**src/hw/rtl/nsfe_pkg.sv**
```systemverilog
// nsfe_pkg.sv: types, character codes and lookup functions for the NMEA
// sentence field extractor. No dependencies.
`default_nettype none

package nsfe_pkg;

    // ASCII characters that steer the parser
    localparam logic [7:0] CH_DOLLAR = 8'h24;
    localparam logic [7:0] CH_STAR   = 8'h2A;
    localparam logic [7:0] CH_CR     = 8'h0D;
    localparam logic [7:0] CH_LF     = 8'h0A;
    localparam logic [7:0] CH_COMMA  = 8'h2C;

    localparam int unsigned HDR_LEN = 5;

    // item_kind codes
    localparam logic ITEM_FIELD = 1'b0;
    localparam logic ITEM_END   = 1'b1;

    // end_reason codes
    localparam logic END_DELIM = 1'b0;
    localparam logic END_LIMIT = 1'b1;

    // sentence_type codes
    localparam logic [1:0] TYPE_NONE = 2'd0;
    localparam logic [1:0] TYPE_RMC  = 2'd1;
    localparam logic [1:0] TYPE_GGA  = 2'd2;
    localparam logic [1:0] TYPE_VTG  = 2'd3;

    // field codes
    localparam logic [3:0] FLD_TIME   = 4'd0;
    localparam logic [3:0] FLD_STATUS = 4'd1;
    localparam logic [3:0] FLD_LAT    = 4'd2;
    localparam logic [3:0] FLD_LON    = 4'd3;
    localparam logic [3:0] FLD_DATE   = 4'd4;
    localparam logic [3:0] FLD_FIX    = 4'd5;
    localparam logic [3:0] FLD_SATS   = 4'd6;
    localparam logic [3:0] FLD_ALT    = 4'd7;
    localparam logic [3:0] FLD_GEOID  = 4'd8;
    localparam logic [3:0] FLD_SPEED  = 4'd9;

    // configuration register indexes
    localparam logic CFG_MAX_LENGTH = 1'b0;
    localparam logic CFG_FIELD_MASK = 1'b1;

    localparam logic [6:0] MAX_LENGTH_RESET = 7'd73;
    localparam logic [9:0] FIELD_MASK_RESET = 10'h3FF;

    typedef struct packed {
        logic [6:0] max_length;
        logic [9:0] field_enable_mask;
    } cfg_t;

    typedef struct packed {
        logic        item_kind;
        logic [1:0]  sentence_type;
        logic [3:0]  field_code;
        logic [7:0]  field_char;
        logic [6:0]  position_in_field;
        logic [6:0]  sentence_length;
        logic        end_reason;
        logic [15:0] sentence_count;
    } result_t;

    typedef struct packed {
        logic       hit;
        logic [3:0] code;
        logic [2:0] cap;   // 0: no cap
    } field_sel_t;

    // header text: candidate 0 GPRMC, 1 GPGGA, 2 GPVTG
    function automatic logic [7:0] hdr_char(input logic [1:0] cand, input logic [2:0] pos);
        logic [7:0] c;
        c = 8'h00;
        case (pos)
            3'd0: c = 8'h47;                    // G
            3'd1: c = 8'h50;                    // P
            3'd2:
            begin
                case (cand)
                    2'd0:    c = 8'h52;         // R
                    2'd1:    c = 8'h47;         // G
                    default: c = 8'h56;         // V
                endcase
            end
            3'd3:
            begin
                case (cand)
                    2'd0:    c = 8'h4D;         // M
                    2'd1:    c = 8'h47;         // G
                    default: c = 8'h54;         // T
                endcase
            end
            3'd4:
            begin
                case (cand)
                    2'd0:    c = 8'h43;         // C
                    2'd1:    c = 8'h41;         // A
                    default: c = 8'h47;         // G
                endcase
            end
            default: c = 8'h00;
        endcase
        return c;
    endfunction

    // field selected by sentence type and comma count
    function automatic field_sel_t field_for(input logic [1:0] stype, input logic [4:0] comma);
        field_sel_t s;
        s = '{hit: 1'b0, code: FLD_TIME, cap: 3'd0};
        case (stype)
            TYPE_RMC:
            begin
                case (comma)
                    5'd1:    s = '{hit: 1'b1, code: FLD_TIME,   cap: 3'd6};
                    5'd2:    s = '{hit: 1'b1, code: FLD_STATUS, cap: 3'd1};
                    5'd3:    s = '{hit: 1'b1, code: FLD_LAT,    cap: 3'd0};
                    5'd5:    s = '{hit: 1'b1, code: FLD_LON,    cap: 3'd0};
                    5'd9:    s = '{hit: 1'b1, code: FLD_DATE,   cap: 3'd6};
                    default: s.hit = 1'b0;
                endcase
            end
            TYPE_GGA:
            begin
                case (comma)
                    5'd6:    s = '{hit: 1'b1, code: FLD_FIX,   cap: 3'd0};
                    5'd7:    s = '{hit: 1'b1, code: FLD_SATS,  cap: 3'd0};
                    5'd9:    s = '{hit: 1'b1, code: FLD_ALT,   cap: 3'd0};
                    5'd11:   s = '{hit: 1'b1, code: FLD_GEOID, cap: 3'd0};
                    default: s.hit = 1'b0;
                endcase
            end
            TYPE_VTG:
            begin
                if (comma == 5'd7)
                begin
                    s = '{hit: 1'b1, code: FLD_SPEED, cap: 3'd0};
                end
            end
            default: s.hit = 1'b0;
        endcase
        return s;
    endfunction

endpackage

`default_nettype wire

```
**src/hw/rtl/nsfe_parser.sv**
```systemverilog
// nsfe_parser.sv: per-character sentence state and result decode.
// Depends on nsfe_pkg.
`default_nettype none

module nsfe_parser
    import nsfe_pkg::*;
#(
    parameter int MAX_SENTENCE = 128
)
(
    input  wire logic       clk,
    input  wire logic       rst_n,
    input  wire logic       step,
    input  wire logic [7:0] rx_byte,
    input  wire cfg_t       cfg,
    output logic            res_valid,
    output result_t         res
);

    localparam int LIMIT_CAP = MAX_SENTENCE - 1;

    logic        in_sentence_reg,  in_sentence_next;
    logic [6:0]  char_count_reg,   char_count_next;
    logic [2:0]  hdr_pos_reg,      hdr_pos_next;
    logic [2:0]  hdr_cand_reg,     hdr_cand_next;
    logic [1:0]  type_reg,         type_next;
    logic [4:0]  comma_reg,        comma_next;
    logic [6:0]  field_pos_reg,    field_pos_next;
    logic [15:0] ended_reg,        ended_next;

    logic       [6:0] limit;
    logic             is_delim;
    field_sel_t       sel;
    logic       [2:0] cand_upd;

    always_comb
    begin
        if (LIMIT_CAP < 127 && int'(cfg.max_length) > LIMIT_CAP)
        begin
            limit = 7'(LIMIT_CAP);
        end
        else
        begin
            limit = cfg.max_length;
        end
    end

    assign is_delim = (rx_byte == CH_CR) || (rx_byte == CH_LF) || (rx_byte == CH_STAR);
    assign sel      = field_for(type_reg, comma_reg);

    always_comb
    begin
        for (int k = 0; k < 3; k++)
        begin
            cand_upd[k] = hdr_cand_reg[k] && (hdr_char(2'(k), hdr_pos_reg) == rx_byte);
        end
    end

    always_comb
    begin
        in_sentence_next = in_sentence_reg;
        char_count_next  = char_count_reg;
        hdr_pos_next     = hdr_pos_reg;
        hdr_cand_next    = hdr_cand_reg;
        type_next        = type_reg;
        comma_next       = comma_reg;
        field_pos_next   = field_pos_reg;
        ended_next       = ended_reg;
        res_valid        = 1'b0;
        res              = '0;

        if (rx_byte == CH_DOLLAR)
        begin
            // open or restart
            in_sentence_next = 1'b1;
            char_count_next  = 7'd1;
            hdr_pos_next     = 3'd0;
            hdr_cand_next    = 3'b111;
            type_next        = TYPE_NONE;
            comma_next       = 5'd0;
            field_pos_next   = 7'd0;
        end
        else if (in_sentence_reg)
        begin
            if (is_delim || char_count_reg >= limit)
            begin
                ended_next            = ended_reg + 16'd1;
                res_valid             = 1'b1;
                res.item_kind         = ITEM_END;
                res.sentence_type     = type_reg;
                res.sentence_length   = char_count_reg;
                res.end_reason        = is_delim ? END_DELIM : END_LIMIT;
                res.sentence_count    = ended_next;
                in_sentence_next      = 1'b0;
                char_count_next       = 7'd0;
                hdr_pos_next          = 3'd0;
                hdr_cand_next         = 3'b111;
                type_next             = TYPE_NONE;
                comma_next            = 5'd0;
                field_pos_next        = 7'd0;
            end
            else
            begin
                char_count_next = char_count_reg + 7'd1;
                if (hdr_pos_reg < 3'(HDR_LEN))
                begin
                    hdr_cand_next = cand_upd;
                    hdr_pos_next  = hdr_pos_reg + 3'd1;
                    if (hdr_pos_next == 3'(HDR_LEN))
                    begin
                        // later candidate wins, as in a forward scan
                        if (cand_upd[2])
                        begin
                            type_next = TYPE_VTG;
                        end
                        else if (cand_upd[1])
                        begin
                            type_next = TYPE_GGA;
                        end
                        else if (cand_upd[0])
                        begin
                            type_next = TYPE_RMC;
                        end
                        else
                        begin
                            type_next = TYPE_NONE;
                        end
                    end
                end
                else if (rx_byte == CH_COMMA)
                begin
                    if (comma_reg != 5'd31)
                    begin
                        comma_next = comma_reg + 5'd1;
                    end
                    field_pos_next = 7'd0;
                end
                else
                begin
                    if (field_pos_reg != 7'd127)
                    begin
                        field_pos_next = field_pos_reg + 7'd1;
                    end
                    if (sel.hit && cfg.field_enable_mask[sel.code] &&
                        (sel.cap == 3'd0 || field_pos_reg < 7'(sel.cap)))
                    begin
                        res_valid             = 1'b1;
                        res.item_kind         = ITEM_FIELD;
                        res.sentence_type     = type_reg;
                        res.field_code        = sel.code;
                        res.field_char        = rx_byte;
                        res.position_in_field = field_pos_reg;
                    end
                end
            end
        end
    end

    always_ff @(posedge clk or negedge rst_n)
    begin
        if (!rst_n)
        begin
            in_sentence_reg <= 1'b0;
            char_count_reg  <= 7'd0;
            hdr_pos_reg     <= 3'd0;
            hdr_cand_reg    <= 3'b111;
            type_reg        <= TYPE_NONE;
            comma_reg       <= 5'd0;
            field_pos_reg   <= 7'd0;
            ended_reg       <= 16'd0;
        end
        else if (step)
        begin
            in_sentence_reg <= in_sentence_next;
            char_count_reg  <= char_count_next;
            hdr_pos_reg     <= hdr_pos_next;
            hdr_cand_reg    <= hdr_cand_next;
            type_reg        <= type_next;
            comma_reg       <= comma_next;
            field_pos_reg   <= field_pos_next;
            ended_reg       <= ended_next;
        end
    end

`ifndef SYNTHESIS
    a_idle_clear: assert property (@(posedge clk) disable iff (!rst_n)
        !in_sentence_reg |-> (char_count_reg == 7'd0 && hdr_pos_reg == 3'd0 &&
                              comma_reg == 5'd0))
        else $error("parser state not cleared outside a sentence");
    a_hdr_bound: assert property (@(posedge clk) disable iff (!rst_n)
        hdr_pos_reg <= 3'(HDR_LEN))
        else $error("header position past header");
    a_type_after_hdr: assert property (@(posedge clk) disable iff (!rst_n)
        (type_reg != TYPE_NONE) |-> (hdr_pos_reg == 3'(HDR_LEN)))
        else $error("sentence type set before header complete");
`endif

endmodule

`default_nettype wire

```
**src/hw/rtl/nmea_sentence_field_extractor_core.sv**
```systemverilog
// nmea_sentence_field_extractor_core.sv: top level, input and result registers,
// configuration registers. Depends on nsfe_pkg and nsfe_parser.
`default_nettype none

//  channel | handshake          | payload
//  --------+--------------------+--------------------------------------------
//  in      | in_valid/in_stall  | rx_byte
//  out     | out_valid/out_stall| item_kind, sentence_type, field_code,
//          |                    | field_char, position_in_field,
//          |                    | sentence_length, end_reason, sentence_count
//  cfg     | cfg_we             | cfg_addr, cfg_wdata
//
//  One request per cycle sustained while the result register is free; a
//  request's result (if any) goes from the input register through the parse
//  logic into the result register, which loads it once it is free.
//  Reset clears the sentence state, the sentence counter and the config
//  registers (max_length 73, all fields enabled).
//  A stalled result holds the result register; in_stall then rises only once
//  the input register also holds a request.

module nmea_sentence_field_extractor_core
    import nsfe_pkg::*;
#(
    parameter int MAX_SENTENCE = 128
)
(
    input  wire logic        clk,
    input  wire logic        rst_n,
    // input channel
    input  wire logic        in_valid,
    output logic             in_stall,
    input  wire logic [7:0]  rx_byte,
    // result channel
    output logic             out_valid,
    input  wire logic        out_stall,
    output logic             item_kind,
    output logic [1:0]       sentence_type,
    output logic [3:0]       field_code,
    output logic [7:0]       field_char,
    output logic [6:0]       position_in_field,
    output logic [6:0]       sentence_length,
    output logic             end_reason,
    output logic [15:0]      sentence_count,
    // configuration
    input  wire logic        cfg_we,
    input  wire logic        cfg_addr,
    input  wire logic [9:0]  cfg_wdata
);

    cfg_t       cfg_reg;
    logic       in_valid_reg;
    logic [7:0] in_byte_reg;
    logic       out_valid_reg;
    result_t    out_res_reg;

    logic       out_free;   // result register can load this cycle
    logic       advance;    // held request moves through the parser
    logic       res_valid;
    result_t    res;

    assign out_free = !out_valid_reg || !out_stall;
    assign advance  = in_valid_reg && out_free;
    assign in_stall = in_valid_reg && !out_free;

    // configuration registers
    always_ff @(posedge clk or negedge rst_n)
    begin
        if (!rst_n)
        begin
            cfg_reg.max_length        <= MAX_LENGTH_RESET;
            cfg_reg.field_enable_mask <= FIELD_MASK_RESET;
        end
        else if (cfg_we)
        begin
            case (cfg_addr)
                CFG_MAX_LENGTH: cfg_reg.max_length        <= cfg_wdata[6:0];
                CFG_FIELD_MASK: cfg_reg.field_enable_mask <= cfg_wdata;
                default:        cfg_reg                   <= cfg_reg;
            endcase
        end
    end

    // input register
    always_ff @(posedge clk or negedge rst_n)
    begin
        if (!rst_n)
        begin
            in_valid_reg <= 1'b0;
        end
        else if (!in_stall)
        begin
            in_valid_reg <= in_valid;
        end
    end

    always_ff @(posedge clk)
    begin
        if (!in_stall && in_valid)
        begin
            in_byte_reg <= rx_byte;
        end
    end

    nsfe_parser #(
        .MAX_SENTENCE (MAX_SENTENCE)
    ) u_parser (
        .clk       (clk),
        .rst_n     (rst_n),
        .step      (advance),
        .rx_byte   (in_byte_reg),
        .cfg       (cfg_reg),
        .res_valid (res_valid),
        .res       (res)
    );

    // result register; requests that give no result leave it empty
    always_ff @(posedge clk or negedge rst_n)
    begin
        if (!rst_n)
        begin
            out_valid_reg <= 1'b0;
        end
        else if (out_free)
        begin
            out_valid_reg <= advance && res_valid;
        end
    end

    always_ff @(posedge clk)
    begin
        if (advance && res_valid)
        begin
            out_res_reg <= res;
        end
    end

    assign out_valid         = out_valid_reg;
    assign item_kind         = out_res_reg.item_kind;
    assign sentence_type     = out_res_reg.sentence_type;
    assign field_code        = out_res_reg.field_code;
    assign field_char        = out_res_reg.field_char;
    assign position_in_field = out_res_reg.position_in_field;
    assign sentence_length   = out_res_reg.sentence_length;
    assign end_reason        = out_res_reg.end_reason;
    assign sentence_count    = out_res_reg.sentence_count;

`ifndef SYNTHESIS
    a_hold_blocked: assert property (@(posedge clk) disable iff (!rst_n)
        (in_valid_reg && !out_free) |=> (in_valid_reg && $stable(in_byte_reg)))
        else $error("held request lost while result register blocked");
    a_end_fields: assert property (@(posedge clk) disable iff (!rst_n)
        (out_valid_reg && item_kind == ITEM_END) |->
            (field_code == 4'd0 && field_char == 8'd0 && position_in_field == 7'd0))
        else $error("end item carries field data");
    a_field_fields: assert property (@(posedge clk) disable iff (!rst_n)
        (out_valid_reg && item_kind == ITEM_FIELD) |->
            (sentence_length == 7'd0 && end_reason == END_DELIM &&
             sentence_count == 16'd0 && sentence_type != TYPE_NONE))
        else $error("field item carries end data or no type");
`endif

endmodule

`default_nettype wire

```
**config.mk**
```make
export PLATFORM = sky130hd
export DESIGN_NAME = nmea_sentence_field_extractor_core
export DESIGN_NICKNAME = d
export VERILOG_FILES = /design/src/hw/rtl/nsfe_pkg.sv /design/src/hw/rtl/nsfe_parser.sv /design/src/hw/rtl/nmea_sentence_field_extractor_core.sv
export SDC_FILE = /design/constraint.sdc
export NUM_CORES = 1
export LEC_CHECK = 0
export BUFFER_PORTS_ARGS = -buffer_cell sky130_fd_sc_hd__buf_2
export CAP_MARGIN = 40
export CORE_ASPECT_RATIO = 0.9
export CORE_MARGIN = 2
export CORE_UTILIZATION = 35
export CTS_CLUSTER_DIAMETER = 40
export DETAILED_ROUTE_END_ITERATION = 6
export GPL_ROUTABILITY_DRIVEN = 0
export PLACE_DENSITY = 0.62
export SYNTH_ARGS = -nofsm -noshare
export SYNTH_HDL_FRONTEND = slang
export SYNTH_SLANG_ARGS = --single-unit
```
**constraint.sdc**
```tcl
create_clock -name clk -period 4.45 [get_ports clk]
set_input_delay 0.89 -clock clk [delete_from_list [all_inputs] [get_ports clk]]
set_output_delay 0.89 -clock clk [all_outputs]
set_load 0.02 [all_outputs]
```
After elaboration in Yosys (flattened, before gate mapping)
Index checks and enable logic that the tools add are counted.

word-level totals
  bits in registers = 117
  input port bits = 24
  word-level logic and storage cells = 160
  output and inout bits = 48

operators by class
  $add $sub $neg = 5
  bitwise gates (word level) = 5
  mux-type cells = 57
  reduce and logical (&&, ||, !) cells = 41
  equal/unequal tests = 27
  order comparisons = 4

operators by type and width
  cell                     count
  $mux W7                  9
  $pmux W7 S4              2
  $mux W21                 2
  $pmux W7 S3              2
  $pmux W7 S5              1
  $mux W5                  6
  $pmux W6 S5              1
  $mux W3                  9
  $eq A7 B8 Y1             3
  $eq A8 B6 Y1 const B     3
  $mux W22                 1
  $add A16 B1 Y16 const B  1
  $eq A8 B4 Y1 const B     2
  $eq A5 B3 Y1 const B     3
  $add A7 B1 Y7 const B    2
  $mux W1                  14
  $mux W2                  7
  $reduce_and A4 Y1        3
  $reduce_bool A3 Y1       4
  $eq A5 B2 Y1 const B     2
  $eq A5 B4 Y1 const B     2
  $logic_and A1 B1 Y1      9
  $mux W8                  1
  $ge A7 B7 Y1             1
  other kinds (30)         49

Depth between registers and ports, before layout
  depth in word-level cells = 14
  gate-level depth with buffers = 14
  depth with buffers taken out = 12

Cells and area by module
From an unflattened synthesis, not the netlist that was laid out.

unflattened totals
  cell total of the unflattened synthesis = 547
  area, all modules = 6064.6 um^2

by module, submodules not included
  module                              cells each  area each (um^2)  sequential area each (um^2)  instances
  nsfe_parser                         445         3692.3            1104.8                       1
  nmea_sentence_field_extractor_core  102         2372.3            2113.3                       1

Worst setup path after synthesis
Ideal clock, no wire load.

  path kind = register -> register
  from = register u_parser.comma_reg[1]
  to = register out_res_reg (netlist bit end_reason) (enable)
  clock period less this slack = 4.634 ns
  required time = 4.001 ns
  cell stages (with the launch flop) = 13
  data arrival time = 4.184 ns
  buffers on the path = 0
  library setup time = 0.449 ns
  setup slack = -0.184 ns
  cell sequence = dfrtp_1 -> inv_1 -> ha_1 -> nand2b_1 -> or3_1 -> ha_1 -> o21ai_0 -> a31oi_1 -> o2bb2ai_1 -> o2111ai_1 -> a311oi_1 -> a21oi_1 -> nor2_1

on the way
  longest elaborated chain between the ends = 14
  elaborated cells on any way between the ends = 31
  those cells by class = 1 x order compare; 8 x eq/ne; 15 x mux; 7 x reduce/logical

ends and longest elaborated chain
  item                                        RTL line                                   RTL
  start: declaration                          nsfe_parser.sv:27                          logic [4:0] comma_reg, comma_next;
  start signal: assignment                    nsfe_parser.sv:179                         comma_reg <= comma_next;
  $eq A5 B4 Y1, or another cell as far along  nsfe_pkg.sv:114, nsfe_pkg.sv:125
  $pmux W6 S5, or another cell as far along   nsfe_pkg.sv:114                            case (comma)
  $pmux W7 S3                                 nsfe_pkg.sv:111                            case (stype)
  $bmux W1 S4                                 nsfe_parser.sv:144                         if (sel.hit && cfg.field_enable_mask[sel.code] &&
  $mux W1 (not written as such)               nsfe_parser.sv:144
  $logic_and A1 B1 Y1                         nsfe_parser.sv:144
  $logic_and A1 B1 Y1 (*)                     nsfe_parser.sv:144
  $mux W1 (*)                                 nsfe_parser.sv:144
  $mux W1 (*)                                 nsfe_parser.sv:130                         else if (rx_byte == CH_COMMA)
  $mux W1 (*)                                 nsfe_parser.sv:105                         if (hdr_pos_reg < 3'(HDR_LEN))
  $mux W1 (*)                                 nsfe_parser.sv:85                          if (is_delim || char_count_reg >= limit)
  $mux W1 (*)                                 nsfe_parser.sv:83                          else if (in_sentence_reg)
  $mux W1 (*)                                 nsfe_parser.sv:72                          if (rx_byte == CH_DOLLAR)
  $logic_and A1 B1 Y1 (*)                     nmea_sentence_field_extractor_core.sv:131  if (advance && res_valid)
  end signal: assignment                      nmea_sentence_field_extractor_core.sv:133  out_res_reg <= res;
  end: declaration                            nmea_sentence_field_extractor_core.sv:54   result_t out_res_reg;

Mark *: on every way between the ends. The rest lies on a longest branch, timed or not. The select of a mux whose other input is x is not followed.
A chain may end at the register's enable or synchronous reset.

Worst setup path after layout
  from = register u_parser.comma_reg[1]
  to = register out_res_reg (netlist bit field_char[5]) (enable)

The elaborated chain is that of the path after synthesis.

==> results.py <==
metrics = {
    "pwr": {
        "ir_drop_v": 0.0002898,
        "p_per_area_mw_per_mm2": 438.6,
        "fin_total_pwr_mw": 3.159,
        "cellLeakagePower_nw": 3.154,
    },
    "floorplan": {
        "die_area_mm2": 0.01836,
        "initial_core_util": 0.3583,
        "die_w_um": 142.6,
        "rows": 45,
        "core-area_mm2": 0.01689,
        "ios": 72,
        "dieHeight_um": 128.8,
    },
    "global_route": {
        "grt_util_all_layers": 0.1632,
        "grt_pass1_vias": 4491,
        "grt_pass1_wl_um": 23170,
        "grt_overflow": 0,
        "grt_max_degree": 36,
        "busiest_layer": "met2",
        "use_met3": 0.04057,
        "use_met2": 0.2613,
        "antenna_found_initial": 0,
        "grt.met1_usage": 0.2170,
    },
    "routing": {
        "ant_nets": 0,
        "routedWlPerCell_um": 16.77,
        "drt_first_pass_iters": 6,
        "routed_via_density": 5.358,
        "drtIter0Drc": 358,
        "totalWireLength_um": 14260,
        "vias": 4554,
        "drc": 0,
    },
    "timing": {
        "worst_slack_ps": 663.0,
        "finalMaxSlewViolations": 0,
        "tightestPinTransition_ps": 785.4,
        "max_freq_mhz": 264.1,
        "period_needed_ps": 3787,
        "slew_headroom": 0.4764,
        "setup_violations": 0,
        "rsz0062_at_grt": "false",
        "hold_violations": 0,
        "post-route-period-util": 0.8510,
        "tns_ps": 0,
        "skew_ps": 9.507,
    },
    "logic_synthesis": {
        "ys.flop_type": "edfxtp_1",
        "synthArstFlopShare": 0.5385,
        "netlist.area_leader.share": 0.2679,
        "ys_ff_latch": 117,
        "ys_warn_count": 0,
        "synth_edf_count": 54,
        "syn_nets": 602,
        "ys_types": 66,
        "synth_area_leaders": "edfxtp_1 (27%), dfrtp_1 (19%), dfstp_2 (6.9%)",
        "synth_top_cells_by_count": "edfxtp_1 (54), dfrtp_1 (47), nand2_1 (46), nor2_1 (38), xnor2_1 (29)",
        "ys_seq_area_frac": 0.5317,
        "synthesis.area_mm2": 0.006052,
        "synth_cells": 556,
        "synth_area_per_cell_um2": 10.88,
        "yosysMostFrequentCell": "edfxtp_1",
        "yosys.area.top_type": "edfxtp_1",
    },
    "placement": {
        "dp.cells": 818,
        "portBuffers": 71,
        "dp_slack_ps": 692.9,
        "place_hpwl_um": 10150,
    },
    "run_status": {
        "status": "complete, no violations",
    },
    "cells_and_area": {
        "nets": 672,
        "area_growth_pct": 19.02,
        "largest_register_ffs": 17,
        "final_cells": 850,
        "fin_util": 0.4264,
        "diodes": 0,
        "n_fill_cell": 1619,
        "drive_gt1_frac": 0.2254,
    },
    "critical_path": {
        "cpMaxStageDelayCell": "nor2_4",
        "path_cells": "inv_1 > ha_1 > nand2b_1 > or3_1 > ha_1 > o21ai_0 > a31oi_1 > o2bb2ai_1 > o2111ai_1 > a311oi_1 > a21oi_1 > nor2_4 > buf_12",
        "setup.worst_path.start_class": "register",
        "cp_data_arrival_time_ps": 3900,
        "regToRegSetupSlack_ps": 660,
        "crit_type": "reg -> reg",
        "cp_num_buf_inv": 2,
        "reg2regPathDepth": 13,
        "cp_top_family": "compound AO/OA/AOI/OAI gates",
        "path_max_fanout": 30,
        "crit_path_frequent_cell": "ha_1",
        "max_stage_delay_ps": 480,
        "critical_path_cell_count": 13,
        "cp-end-kind": "register",
        "cp.required_ps": 4560,
    },
    "clock_network": {
        "clock_path_buffers": 2,
        "cts_tree": "yes",
        "ctsHoldBuffers": 0,
        "post_cts_resized": 0,
        "postCtsSetupRepairBufs": 0,
        "worstSkewPairLatency_ps": 420,
        "cts_sinks": 117,
        "root_buffer": "clkbuf_16",
        "cts_made_buffers": 17,
        "clk_pin_slew_ps": 60,
        "cts_htree_levels": 4,
    },
    "flow_run": {
        "maxCapViolations": 0,
    },
    "min_path": {
        "holdCritPathClass": "reg -> reg",
        "hold_path_depth": 1,
    },
}
[logic make-up after synthesis]
kind of cell               after synthesis  synth area share
AOI/OAI and AO/OA                       95            0.1034
xor gates and xnor gates                40           0.05789
adders and majority gates               22           0.04548
buffers and inverters                   51           0.03866
DFF                                    117            0.5317
muxes                                   19           0.03473
and+or+nand+nor                        212            0.1881
[worst paths after layout]
kind | to | from
worst min-delay path | u_parser.ended_reg[15] | u_parser.ended_reg[15]
worst min register to register | u_parser.ended_reg[15] | u_parser.ended_reg[15]
max in group asynchronous | cfg_reg[9] | rst_n
worst max-delay path | field_char[5] | u_parser.comma_reg[1]
min in group asynchronous | u_parser.field_pos_reg[4] | rst_n
worst max register to register | field_char[5] | u_parser.comma_reg[1]
[cell usage in the layout, fill, tap and decap left out, types with 22 or more instances in the layout]
cell | netlist | final
buf_2 | 7 | 71
dfrtp_1 | 47 | 47
edfxtp_1 | 54 | 54
ha_1 | 22 | 22
inv_1 | 25 | 25
nand2_1 | 46 | 46
nand3_1 | 24 | 24
nor2_1 | 38 | 37
o21ai_0 | 22 | 22
xnor2_1 | 29 | 29
[through the flow]
stage                     instance area [um2]  hold WS (ps)
after floorplan                          6055         464.8
after global placement                   6581         484.5
after detailed placement                 6604         485.4
after CTS                                7203         499.9
after global routing                     7203         511.3
final                                    7203         499.0
[final cells by class]
type | count | area, um2 | share of cell area
Inverter | 25 | 93.84 | 0.01303
Clock buffer | 20 | 489.2 | 0.06792
Timing Repair Buffer | 77 | 420.4 | 0.05836
Tap cell | 211 | 264.0 | 0.03665
Clock inverter | 12 | 110.1 | 0.01529
Sequential cell | 117 | 3218 | 0.4468
Multi-Input combinational cell | 388 | 2608 | 0.3620
[power by group]
| group | total [mW] | switching (mW) | internal (mW) |
|---|---|---|---|
| registers | 1.32 | 0.0925 | 1.23 |
| logic | 0.466 | 0.276 | 0.190 |
| clock network | 1.37 | 0.521 | 0.854 |
[layer usage]
layer / vias up / routed length (um)
met5: - / 0
met2: 132 / 6772
met1: 2262 / 6374
met3: 19 / 885
li1: 2141 / -
met4: 0 / 225
Power figures use the tool's default switching activity.
